`config.mk`:
```
export PLATFORM = sky130hd
export DESIGN_NAME = char_lcd_write_sequencer_core
export DESIGN_NICKNAME = d
export VERILOG_FILES = /design/src/rtl/core/clws_pkg.sv /design/src/rtl/core/char_lcd_write_sequencer_core.sv /design/src/rtl/core/clws_front.sv /design/src/rtl/core/clws_queue.sv /design/src/rtl/core/clws_back.sv
export SDC_FILE = /design/constraint.sdc
export NUM_CORES = 1
export LEC_CHECK = 0
export CORE_ASPECT_RATIO = 1.25
export CORE_MARGIN = 2
export CORE_UTILIZATION = 30
export CTS_CLUSTER_DIAMETER = 120
export DETAILED_ROUTE_END_ITERATION = 8
export DONT_BUFFER_PORTS = 1
export SYNTH_ARGS = -nofsm -noshare
export SYNTH_HDL_FRONTEND = slang
export SYNTH_SLANG_ARGS = --single-unit
```
`constraint.sdc`:
```
create_clock -name i_clk -period 5.58 [get_ports i_clk]
set_clock_uncertainty 0.05 [all_clocks]
set_input_delay 0 -clock i_clk [delete_from_list [all_inputs] [get_ports i_clk]]
set_output_delay 0 -clock i_clk [all_outputs]
set_load 0.005 [all_outputs]
```
`src/rtl/core/clws_pkg.sv`:
```
// Shared types and constants for the character LCD write sequencer.
// No dependencies; imported by every module of the core.
package clws_pkg;

    // Request codes
    typedef enum logic [2:0] {
        CMD_CHAR     = 3'd0,
        CMD_RAW      = 3'd1,
        CMD_POSITION = 3'd2,
        CMD_CLEAR    = 3'd3,
        CMD_HOME     = 3'd4,
        CMD_DISPLAY  = 3'd5,
        CMD_CURSOR   = 3'd6,
        CMD_BLINK    = 3'd7
    } t_cmd;

    // Configuration register indexes
    typedef enum logic [1:0] {
        CFG_COLUMNS     = 2'd0,
        CFG_ROWS_IN_USE = 2'd1,
        CFG_BUS_IS_8BIT = 2'd2,
        CFG_UNUSED      = 2'd3
    } t_cfg_idx;

    localparam int unsigned CfgDataW = 6;

    // Controller command bytes and settle times
    localparam logic [7:0] LcdClear     = 8'h01;
    localparam logic [7:0] LcdHome      = 8'h02;
    localparam logic [7:0] LcdCtrlBase  = 8'h08;
    localparam logic [2:0] FlagDisplay  = 3'h4;
    localparam logic [2:0] FlagCursor   = 3'h2;
    localparam logic [2:0] FlagBlink    = 3'h1;
    localparam logic [3:0] NibbleMask   = 4'hF;
    localparam logic [2:0] WaitNone     = 3'd0;
    localparam logic [2:0] WaitCmd      = 3'd2;
    localparam logic [2:0] WaitHome     = 3'd7;

    // Job queue depth
    localparam int unsigned QDepth = 4;
    localparam int unsigned QPtrW  = $clog2(QDepth);

    // One byte to put on the bus
    typedef struct packed {
        logic       rs;
        logic [7:0] data;
        logic [2:0] wait_ms;
    } t_byte_op;

    // One classified request: one or two bytes
    typedef struct packed {
        logic     two;
        t_byte_op b0;
        t_byte_op b1;
    } t_job;

    // One enable strobe
    typedef struct packed {
        logic       rs;
        logic [7:0] data;
        logic [2:0] wait_ms;
        logic       last;
    } t_strobe;

    // Set-address command: 0x80 | row bit at 0x40 | column
    function automatic logic [7:0] addr_cmd(input logic row, input logic [5:0] col);
        addr_cmd = {1'b1, row, col};
    endfunction

endpackage

```
`src/rtl/core/char_lcd_write_sequencer_core.sv`:
```
// Character LCD write sequencer: top level with config registers.
// Depends on clws_pkg, clws_front, clws_queue, clws_back.
//
// Turns display requests into enable strobes for a character LCD on a 4-bit or
// 8-bit parallel bus. Requests enter through a queue-style port (push/full) and
// strobes leave through another (empty/pop); each strobe carries register
// select, bus data (nibble in bits 3..0 in 4-bit mode), the settle time in ms
// the driver must wait after it, and a last flag marking the final strobe of a
// request. A request yields one to four strobes: one byte (two nibbles in
// 4-bit mode), or two bytes for a clear and for a character that wraps the
// cursor, which re-issues the set-address command. A position request outside
// the configured columns/rows is dropped with no strobe. The front end updates
// cursor and control flags as each request is accepted, one per cycle while
// the queue is not full, and pushes a byte job into a four-entry queue; the
// back end emits one strobe per cycle into the result register while a job
// is queued and the register is empty or being popped. An accepted request is
// written into the queue and reaches the result ports through the result
// register. Config writes (index 0 columns, 1 rows in use, 2 bus width) are
// always ready and must only be made while no request is in flight.
module char_lcd_write_sequencer_core (
    input  logic                        i_clk,
    input  logic                        i_rst_n,
    // request side
    input  logic                        push,
    output logic                        full,
    input  logic [2:0]                  i_cmd,
    input  logic [7:0]                  i_value,
    input  logic [5:0]                  i_column,
    input  logic [1:0]                  i_row_index,
    // strobe side
    output logic                        empty,
    input  logic                        pop,
    output logic                        o_register_select,
    output logic [7:0]                  o_bus_data,
    output logic [2:0]                  o_extra_wait_ms,
    output logic                        o_last,
    // config write
    input  logic                        i_cfg_valid,
    output logic                        o_cfg_ready,
    input  logic [1:0]                  i_cfg_index,
    input  logic [clws_pkg::CfgDataW-1:0] i_cfg_data
);
    import clws_pkg::*;

    logic [5:0] r_columns;
    logic [1:0] r_rows_in_use;
    logic       r_bus_is_8bit;

    logic       accept;
    logic       job_valid;
    t_job       front_job, q_job;
    logic       q_full, q_empty, q_pop;
    t_strobe    strobe;

    // Config registers; reset to 16 columns, 2 rows, 4-bit bus
    assign o_cfg_ready = 1'b1;

    always_ff @(posedge i_clk) begin
        if (!i_rst_n) begin
            r_columns     <= 6'd16;
            r_rows_in_use <= 2'd2;
            r_bus_is_8bit <= 1'b0;
        end else if (i_cfg_valid) begin
            unique case (t_cfg_idx'(i_cfg_index))
                CFG_COLUMNS:     r_columns     <= i_cfg_data[5:0];
                CFG_ROWS_IN_USE: r_rows_in_use <= i_cfg_data[1:0];
                CFG_BUS_IS_8BIT: r_bus_is_8bit <= i_cfg_data[0];
                default: ;
            endcase
        end
    end

    // Requests are taken whenever the job queue has room
    assign full   = q_full;
    assign accept = push && !q_full;

    clws_front u_front (
        .i_clk         (i_clk),
        .i_rst_n       (i_rst_n),
        .i_accept      (accept),
        .i_cmd         (i_cmd),
        .i_value       (i_value),
        .i_column      (i_column),
        .i_row_index   (i_row_index),
        .i_columns     (r_columns),
        .i_rows_in_use (r_rows_in_use),
        .o_job_valid   (job_valid),
        .o_job         (front_job)
    );

    // Rejected positions push nothing
    clws_queue u_queue (
        .i_clk   (i_clk),
        .i_rst_n (i_rst_n),
        .i_push  (accept && job_valid),
        .i_data  (front_job),
        .i_pop   (q_pop),
        .o_data  (q_job),
        .o_full  (q_full),
        .o_empty (q_empty)
    );

    clws_back u_back (
        .i_clk         (i_clk),
        .i_rst_n       (i_rst_n),
        .i_bus_is_8bit (r_bus_is_8bit),
        .i_job_empty   (q_empty),
        .i_job         (q_job),
        .o_job_pop     (q_pop),
        .i_pop         (pop),
        .o_empty       (empty),
        .o_strobe      (strobe)
    );

    assign o_register_select = strobe.rs;
    assign o_bus_data        = strobe.data;
    assign o_extra_wait_ms   = strobe.wait_ms;
    assign o_last            = strobe.last;

endmodule

```
`src/rtl/core/clws_front.sv`:
```
// Front end: accepts requests, tracks cursor and control flags, emits byte jobs.
// Depends on clws_pkg.
module clws_front (
    input  logic                i_clk,
    input  logic                i_rst_n,
    input  logic                i_accept,
    input  logic [2:0]          i_cmd,
    input  logic [7:0]          i_value,
    input  logic [5:0]          i_column,
    input  logic [1:0]          i_row_index,
    input  logic [5:0]          i_columns,
    input  logic [1:0]          i_rows_in_use,
    output logic                o_job_valid,
    output clws_pkg::t_job      o_job
);
    import clws_pkg::*;

    logic [5:0] r_col, n_col;
    logic       r_row, n_row;
    logic [2:0] r_flags, n_flags;

    logic [5:0] inc_col;
    logic [1:0] inc_row;
    logic       wrap_row;
    logic [2:0] flag_bit;
    logic       pos_ok;
    t_cmd       cmd;

    assign cmd      = t_cmd'(i_cmd);
    assign inc_col  = r_col + 6'd1;
    assign inc_row  = {1'b0, r_row} + 2'd1;
    assign wrap_row = (inc_row == i_rows_in_use) || (inc_row > 2'd1) ? 1'b0 : inc_row[0];
    assign pos_ok   = (i_column < i_columns) && (i_row_index < i_rows_in_use)
                      && (i_row_index <= 2'd1);

    always_comb begin
        n_col       = r_col;
        n_row       = r_row;
        n_flags     = r_flags;
        o_job_valid = 1'b1;
        o_job       = '0;
        flag_bit    = FlagBlink;
        unique case (cmd)
            CMD_CHAR: begin
                o_job.b0 = '{rs: 1'b1, data: i_value, wait_ms: WaitNone};
                if (inc_col == i_columns) begin
                    n_col    = '0;
                    n_row    = wrap_row;
                    o_job.two = 1'b1;
                    o_job.b1 = '{rs: 1'b0, data: addr_cmd(wrap_row, 6'd0), wait_ms: WaitCmd};
                end else begin
                    n_col = inc_col;
                end
            end
            CMD_RAW: begin
                o_job.b0 = '{rs: 1'b0, data: i_value, wait_ms: WaitCmd};
            end
            CMD_POSITION: begin
                o_job_valid = pos_ok;
                o_job.b0 = '{rs: 1'b0, data: addr_cmd(i_row_index[0], i_column),
                             wait_ms: WaitCmd};
                if (pos_ok) begin
                    n_col = i_column;
                    n_row = i_row_index[0];
                end
            end
            CMD_CLEAR: begin
                o_job.two = 1'b1;
                o_job.b0  = '{rs: 1'b0, data: LcdClear, wait_ms: WaitCmd};
                o_job.b1  = '{rs: 1'b0, data: LcdHome, wait_ms: WaitHome};
                n_col     = '0;
                n_row     = 1'b0;
            end
            CMD_HOME: begin
                o_job.b0 = '{rs: 1'b0, data: LcdHome, wait_ms: WaitHome};
                n_col    = '0;
                n_row    = 1'b0;
            end
            CMD_DISPLAY, CMD_CURSOR, CMD_BLINK: begin
                if (cmd == CMD_DISPLAY) begin
                    flag_bit = FlagDisplay;
                end else if (cmd == CMD_CURSOR) begin
                    flag_bit = FlagCursor;
                end
                n_flags  = i_value[0] ? (r_flags | flag_bit) : (r_flags & ~flag_bit);
                o_job.b0 = '{rs: 1'b0, data: LcdCtrlBase | {5'd0, n_flags}, wait_ms: WaitCmd};
            end
            default: begin
                o_job_valid = 1'b0;
            end
        endcase
    end

    always_ff @(posedge i_clk) begin
        if (!i_rst_n) begin
            r_col   <= '0;
            r_row   <= 1'b0;
            r_flags <= '0;
        end else if (i_accept) begin
            r_col   <= n_col;
            r_row   <= n_row;
            r_flags <= n_flags;
        end
    end

endmodule

```
`src/rtl/core/clws_queue.sv`:
```
// Small job queue between front end and strobe sequencer.
// Depends on clws_pkg.
module clws_queue (
    input  logic                i_clk,
    input  logic                i_rst_n,
    input  logic                i_push,
    input  clws_pkg::t_job      i_data,
    input  logic                i_pop,
    output clws_pkg::t_job      o_data,
    output logic                o_full,
    output logic                o_empty
);
    import clws_pkg::*;

    t_job              r_mem [QDepth];
    logic [QPtrW-1:0]  r_wr, r_rd;
    logic [QPtrW:0]    r_cnt;
    logic              do_push, do_pop;

    assign o_full  = (r_cnt == (QPtrW+1)'(QDepth));
    assign o_empty = (r_cnt == '0);
    assign do_push = i_push && !o_full;
    assign do_pop  = i_pop && !o_empty;
    assign o_data  = r_mem[r_rd];

    always_ff @(posedge i_clk) begin
        if (do_push) begin
            r_mem[r_wr] <= i_data;
        end
    end

    always_ff @(posedge i_clk) begin
        if (!i_rst_n) begin
            r_wr  <= '0;
            r_rd  <= '0;
            r_cnt <= '0;
        end else begin
            if (do_push) r_wr <= r_wr + 1'b1;
            if (do_pop)  r_rd <= r_rd + 1'b1;
            r_cnt <= r_cnt + (QPtrW+1)'(do_push) - (QPtrW+1)'(do_pop);
        end
    end

endmodule

```
`src/rtl/core/clws_back.sv`:
```
// Back end: splits queued byte jobs into enable strobes, holds the result register.
// Depends on clws_pkg.
module clws_back (
    input  logic                i_clk,
    input  logic                i_rst_n,
    input  logic                i_bus_is_8bit,
    input  logic                i_job_empty,
    input  clws_pkg::t_job      i_job,
    output logic                o_job_pop,
    input  logic                i_pop,
    output logic                o_empty,
    output clws_pkg::t_strobe   o_strobe
);
    import clws_pkg::*;

    typedef enum logic [3:0] {
        ST_B0_HI = 4'b0001,
        ST_B0_LO = 4'b0010,
        ST_B1_HI = 4'b0100,
        ST_B1_LO = 4'b1000
    } t_step;

    t_step     r_step, n_step;
    logic      r_out_valid;
    t_strobe   r_out, n_out;
    logic      can_load, emit, job_done;
    t_byte_op  cur;
    logic      second, low_half;

    assign can_load = !r_out_valid || i_pop;
    assign emit     = can_load && !i_job_empty;
    assign second   = (r_step == ST_B1_HI) || (r_step == ST_B1_LO);
    assign low_half = (r_step == ST_B0_LO) || (r_step == ST_B1_LO);
    assign cur      = second ? i_job.b1 : i_job.b0;

    always_comb begin
        n_step   = r_step;
        job_done = 1'b0;
        unique case (r_step)
            ST_B0_HI: begin
                if (!i_bus_is_8bit) begin
                    n_step = ST_B0_LO;
                end else if (i_job.two) begin
                    n_step = ST_B1_HI;
                end else begin
                    job_done = 1'b1;
                end
            end
            ST_B0_LO: begin
                if (i_job.two) begin
                    n_step = ST_B1_HI;
                end else begin
                    n_step   = ST_B0_HI;
                    job_done = 1'b1;
                end
            end
            ST_B1_HI: begin
                if (!i_bus_is_8bit) begin
                    n_step = ST_B1_LO;
                end else begin
                    n_step   = ST_B0_HI;
                    job_done = 1'b1;
                end
            end
            ST_B1_LO: begin
                n_step   = ST_B0_HI;
                job_done = 1'b1;
            end
            default: begin
                n_step = ST_B0_HI;
            end
        endcase
    end

    // Nibble strobes: high half carries no settle time
    always_comb begin
        n_out.rs   = cur.rs;
        n_out.last = job_done;
        if (i_bus_is_8bit) begin
            n_out.data    = cur.data;
            n_out.wait_ms = cur.wait_ms;
        end else if (low_half) begin
            n_out.data    = {4'd0, cur.data[3:0] & NibbleMask};
            n_out.wait_ms = cur.wait_ms;
        end else begin
            n_out.data    = {4'd0, cur.data[7:4]};
            n_out.wait_ms = WaitNone;
        end
    end

    assign o_job_pop = emit && job_done;
    assign o_empty   = !r_out_valid;
    assign o_strobe  = r_out;

    always_ff @(posedge i_clk) begin
        if (!i_rst_n) begin
            r_step      <= ST_B0_HI;
            r_out_valid <= 1'b0;
        end else begin
            if (emit) r_step <= n_step;
            if (can_load) r_out_valid <= !i_job_empty;
        end
    end

    always_ff @(posedge i_clk) begin
        if (emit) r_out <= n_out;
    end

endmodule

```
==> flow_summary.rst <==
.. list-table::
   :header-rows: 1

   * - Metric
     - Value
   * - H-tree levels
     - 3
   * - Clock slew at reported path FFs
     - 0.07 ns
   * - TritonCTS clock tree
     - done
   * - Tot GR Track Use
     - 0.129
   * - Net switching power
     - 529 uW
   * - Die height
     - 146 um
   * - Number of antenna violations at the first check in global routing
     - 0
   * - Maximum number of buffers from clock root to sink
     - 2
   * - Starting Density
     - 0.303
   * - Share of synthesized registers carrying an async set or reset
     - 0
   * - Number of sinks handled by clock tree synthesis
     - 105
   * - Worst vdd ir
     - 141 uV
   * - Wire length per cell
     - 16.7 um
   * - TNS Setup
     - 0 ns
   * - Core outline area
     - 16100 sq um
   * - Cts repair resizes
     - 0
   * - Summed instance area of the synthesized netlist
     - 4870 sq um
   * - Number of design-rule violations left by the first detailed-router iteration
     - 262
   * - Slew at the pin with the worst max-slew slack
     - 1.10 ns
   * - Post-layout nets
     - 467
   * - Number of cell rows
     - 52
   * - Input/output buffers
     - 0
   * - Crit-path max FO
     - 15
   * - Post-placement setup slack
     - 2.32 ns
   * - Hold-fix buffers, CTS
     - 33
   * - Final number of hold-violating endpoints
     - 0
   * - GRT Residual Overflow
     - 0
   * - Total wirelength of the detailed-routed design
     - 10.7 mm
   * - Number of buffers inserted by post-CTS setup repair
     - 0
   * - Detailed-route via count
     - 3182
   * - Distinct cells, synth
     - 59
   * - Synthesis Warnings
     - 0
   * - Combinational fraction of design power
     - 0.161
   * - CP Capture Type
     - flop
   * - Overall power consumption
     - 1980 uW
   * - CTS buffer count
     - 9
   * - Cell count after synthesis
     - 393
   * - Post-Synthesis Mean Instance Area
     - 12.4 sq um
   * - Fill cell count
     - 1588
   * - Via count of the first global-routing pass
     - 3206
   * - Endpoint required time on the critical path
     - 5.76 ns
   * - Outcome
     - finished clean
   * - Share of the yosys chip area belonging to registers
     - 0.580
   * - Source-to-sink clock delay at the later pin of the worst-skew pair
     - 0.34 ns
   * - # IOs
     - 48
   * - Die Wd
     - 118 um
   * - Internal
     - 1460 uW
   * - Pin count of the biggest net entering global routing
     - 26
   * - Residual DRC count
     - 0
   * - Top_reg_cell synth
     - sky130_fd_sc_hd__edfxtp_1
   * - Count of flip-flops with a built-in enable after synthesis
     - 72
   * - Unrepaired setup endpoints after global routing
     - false
   * - Area growth from synthesis to layout
     - 16.9%
   * - Min setup slack post-route
     - 2.34 ns
   * - Max Transition Viols Final
     - 0
   * - Net switching share of the total power
     - 0.267
   * - Path category of the worst min-delay check
     - in2reg
   * - FF+latch count, synth
     - 105
   * - Vias per Instance
     - 4.96
   * - Sequential power share
     - 0.521
   * - Max cap viols
     - 0
   * - Highest clock frequency the design can meet
     - 308 MHz
   * - Ant diodes
     - 0
   * - Power per Cell Area
     - 349 nW/um^2
   * - Tmin final
     - 3.24 ns
   * - Worst rel slew slack
     - 0.267
   * - Routability-driven placement congestion ratio
     - 0.837
   * - Share of the clock period used by the worst path
     - 0.581
   * - Detailed Place HPWL
     - 7.34 mm
   * - DIE AREA
     - 17300 sq um
   * - Global-route wire length before repair
     - 17.3 mm
   * - Share of the core filled with cells in the final layout
     - 0.354
   * - Most common library cell in the layout ignoring fill and taps
     - sky130_fd_sc_hd__edfxtp_1
   * - Kind of launch point of the worst setup path
     - flop
   * - Clock group share of total power
     - 0.318
   * - First-pass iteration count of the detailed router
     - 5
   * - Class of the most critical setup path
     - reg2reg
   * - Setup violators final
     - 0
   * - Cell at the root of the clock tree
     - sky130_fd_sc_hd__clkbuf_16
   * - Antenna viol nets, final
     - 0
   * - Synthesized Nets
     - 439
   * - Layout cells sized above 1
     - 0.106
   * - Arr. time, crit path
     - 3.42 ns
   * - Leak Pwr
     - 0.00202 uW
   * - Most frequent cells in the layout
     - sky130_fd_sc_hd__edfxtp_1 (72), sky130_fd_sc_hd__nor2_1 (43), sky130_fd_sc_hd__dfxtp_1 (33), sky130_fd_sc_hd__dlygate4sd3_1 (33), sky130_fd_sc_hd__nand2_1 (24)
-- synth_stat cells, types with 5 or more instances --
library cell / instances / area [sq um]
sky130_fd_sc_hd__xnor2_1: 7 / 61.3
sky130_fd_sc_hd__nor2_1: 43 / 161
sky130_fd_sc_hd__nor2b_1: 6 / 37.5
sky130_fd_sc_hd__nor3b_1: 5 / 37.5
sky130_fd_sc_hd__a21oi_1: 19 / 95.1
sky130_fd_sc_hd__o21ai_0: 18 / 90.1
sky130_fd_sc_hd__a221oi_1: 5 / 43.8
sky130_fd_sc_hd__dfxtp_1: 33 / 661
sky130_fd_sc_hd__mux4_2: 15 / 338
sky130_fd_sc_hd__ha_1: 13 / 163
sky130_fd_sc_hd__a22oi_1: 8 / 60.1
sky130_fd_sc_hd__nand2_1: 24 / 90.1
sky130_fd_sc_hd__edfxtp_1: 72 / 2160
sky130_fd_sc_hd__xor2_1: 6 / 52.6
sky130_fd_sc_hd__and2_1: 9 / 56.3
sky130_fd_sc_hd__clkbuf_1: 12 / 45.0
sky130_fd_sc_hd__inv_1: 23 / 86.3
sky130_fd_sc_hd__mux2i_1: 8 / 80.1
-- metal layers --
metal / vias to the layer above / wire (um) / global-route usage / part of all wire
li1: 1507 / - / - / -
met1: 1565 / 4590 / 0.157 / 0.43
met2: 98 / 5340 / 0.219 / 0.50
met3: 12 / 680 / 0.0449 / 0.063
met4: 0 / 133 / 0.0367 / 0.012
met5: - / 0 / 0 / 0
-- through the flow --
stage / area (sq um) / instances / hold slack, ns
after floorplan: 4870 / 393 / 0.0863
after global placement: 5060 / 593 / 0.0172
after global routing: 5690 / 642 / 0.0298
final: 5690 / 642 / 0.0317
after detailed placement: 5060 / 593 / 0.0178
after CTS: 5690 / 642 / 0.0122
-- sequential cells by signal, indices dropped and copies added (netlist names), named ones only --
| register | flops |
|---|---|
| u_queue.r_mem | 60 |
| u_queue.r_wr | 2 |
| r_columns | 6 |
| u_front.r_flags | 3 |
| r_bus_is_8bit | 1 |
| u_queue.r_cnt | 3 |
| u_front.r_row | 1 |
| u_queue.r_rd | 2 |
| u_back.r_out_valid | 1 |
| u_front.r_col | 6 |
| u_back.r_step | 4 |
| r_rows_in_use | 2 |
| u_back.o_strobe | 12 |
-- logic make-up after synthesis --
logic type / count (synthesis) / synth area share
AO/OA/AOI/OAI: 79 / 0.113
buffers and inverters: 42 / 0.0380
XOR/XNOR: 13 / 0.0234
flip-flops: 105 / 0.580
adder cells (fa/ha/maj): 14 / 0.0375
other: 1 / 0.000770
AND/OR/NAND/NOR: 113 / 0.114
multiplexers: 26 / 0.0928
-- power groups by stage --
| stage | Combinational [uW] | Sequential [uW] | Clock, uW |
|---|---|---|---|
| after detailed placement | 300 | 1050 | 0 |
| after floorplan | 248 | 1030 | 0 |
| after global placement | 294 | 1050 | 0 |
| after global routing | 360 | 1050 | 679 |
| after CTS | 325 | 1030 | 650 |
| final | 320 | 1030 | 631 |
-- final timing paths --
| path | from | to | slack, ns | cells after the start |
|---|---|---|---|---|
| hold / removal | i_cmd[0] | u_front.r_flags[2] | 0.03 | 4 |
| hold reg to reg | u_front.r_row | u_front.r_row | 0.42 | 2 |
| setup / recovery | flop | u_queue.r_cnt[2] | 2.34 | 11 |
| setup reg to reg | flop | u_queue.r_cnt[2] | 2.34 | 11 |
-- layout make-up --
class / count / area (sq um) / area share
Multi-Input combinational cell: 246 / 1860 / 0.327
Clock buffer: 10 / 229 / 0.0403
Tap cell: 216 / 270 / 0.0475
Clock inverter: 6 / 67.6 / 0.0119
Sequential cell: 105 / 2820 / 0.496
Inverter: 25 / 101 / 0.0178
Timing Repair Buffer: 34 / 338 / 0.0594
-- critical path: stages, from the launching register on --
cell	delay, ns
sky130_fd_sc_hd__dfxtp_1	0.80
sky130_fd_sc_hd__mux4_2	0.46
sky130_fd_sc_hd__a2111o_1	0.33
sky130_fd_sc_hd__a21oi_2	0.21
sky130_fd_sc_hd__ha_1	0.26
sky130_fd_sc_hd__inv_1	0.06
sky130_fd_sc_hd__ha_1	0.13
sky130_fd_sc_hd__inv_1	0.05
sky130_fd_sc_hd__fa_1	0.40
sky130_fd_sc_hd__xor2_1	0.18
sky130_fd_sc_hd__xnor2_1	0.14
sky130_fd_sc_hd__nor2_1	0.05
(Power assumes the default switching activity.)
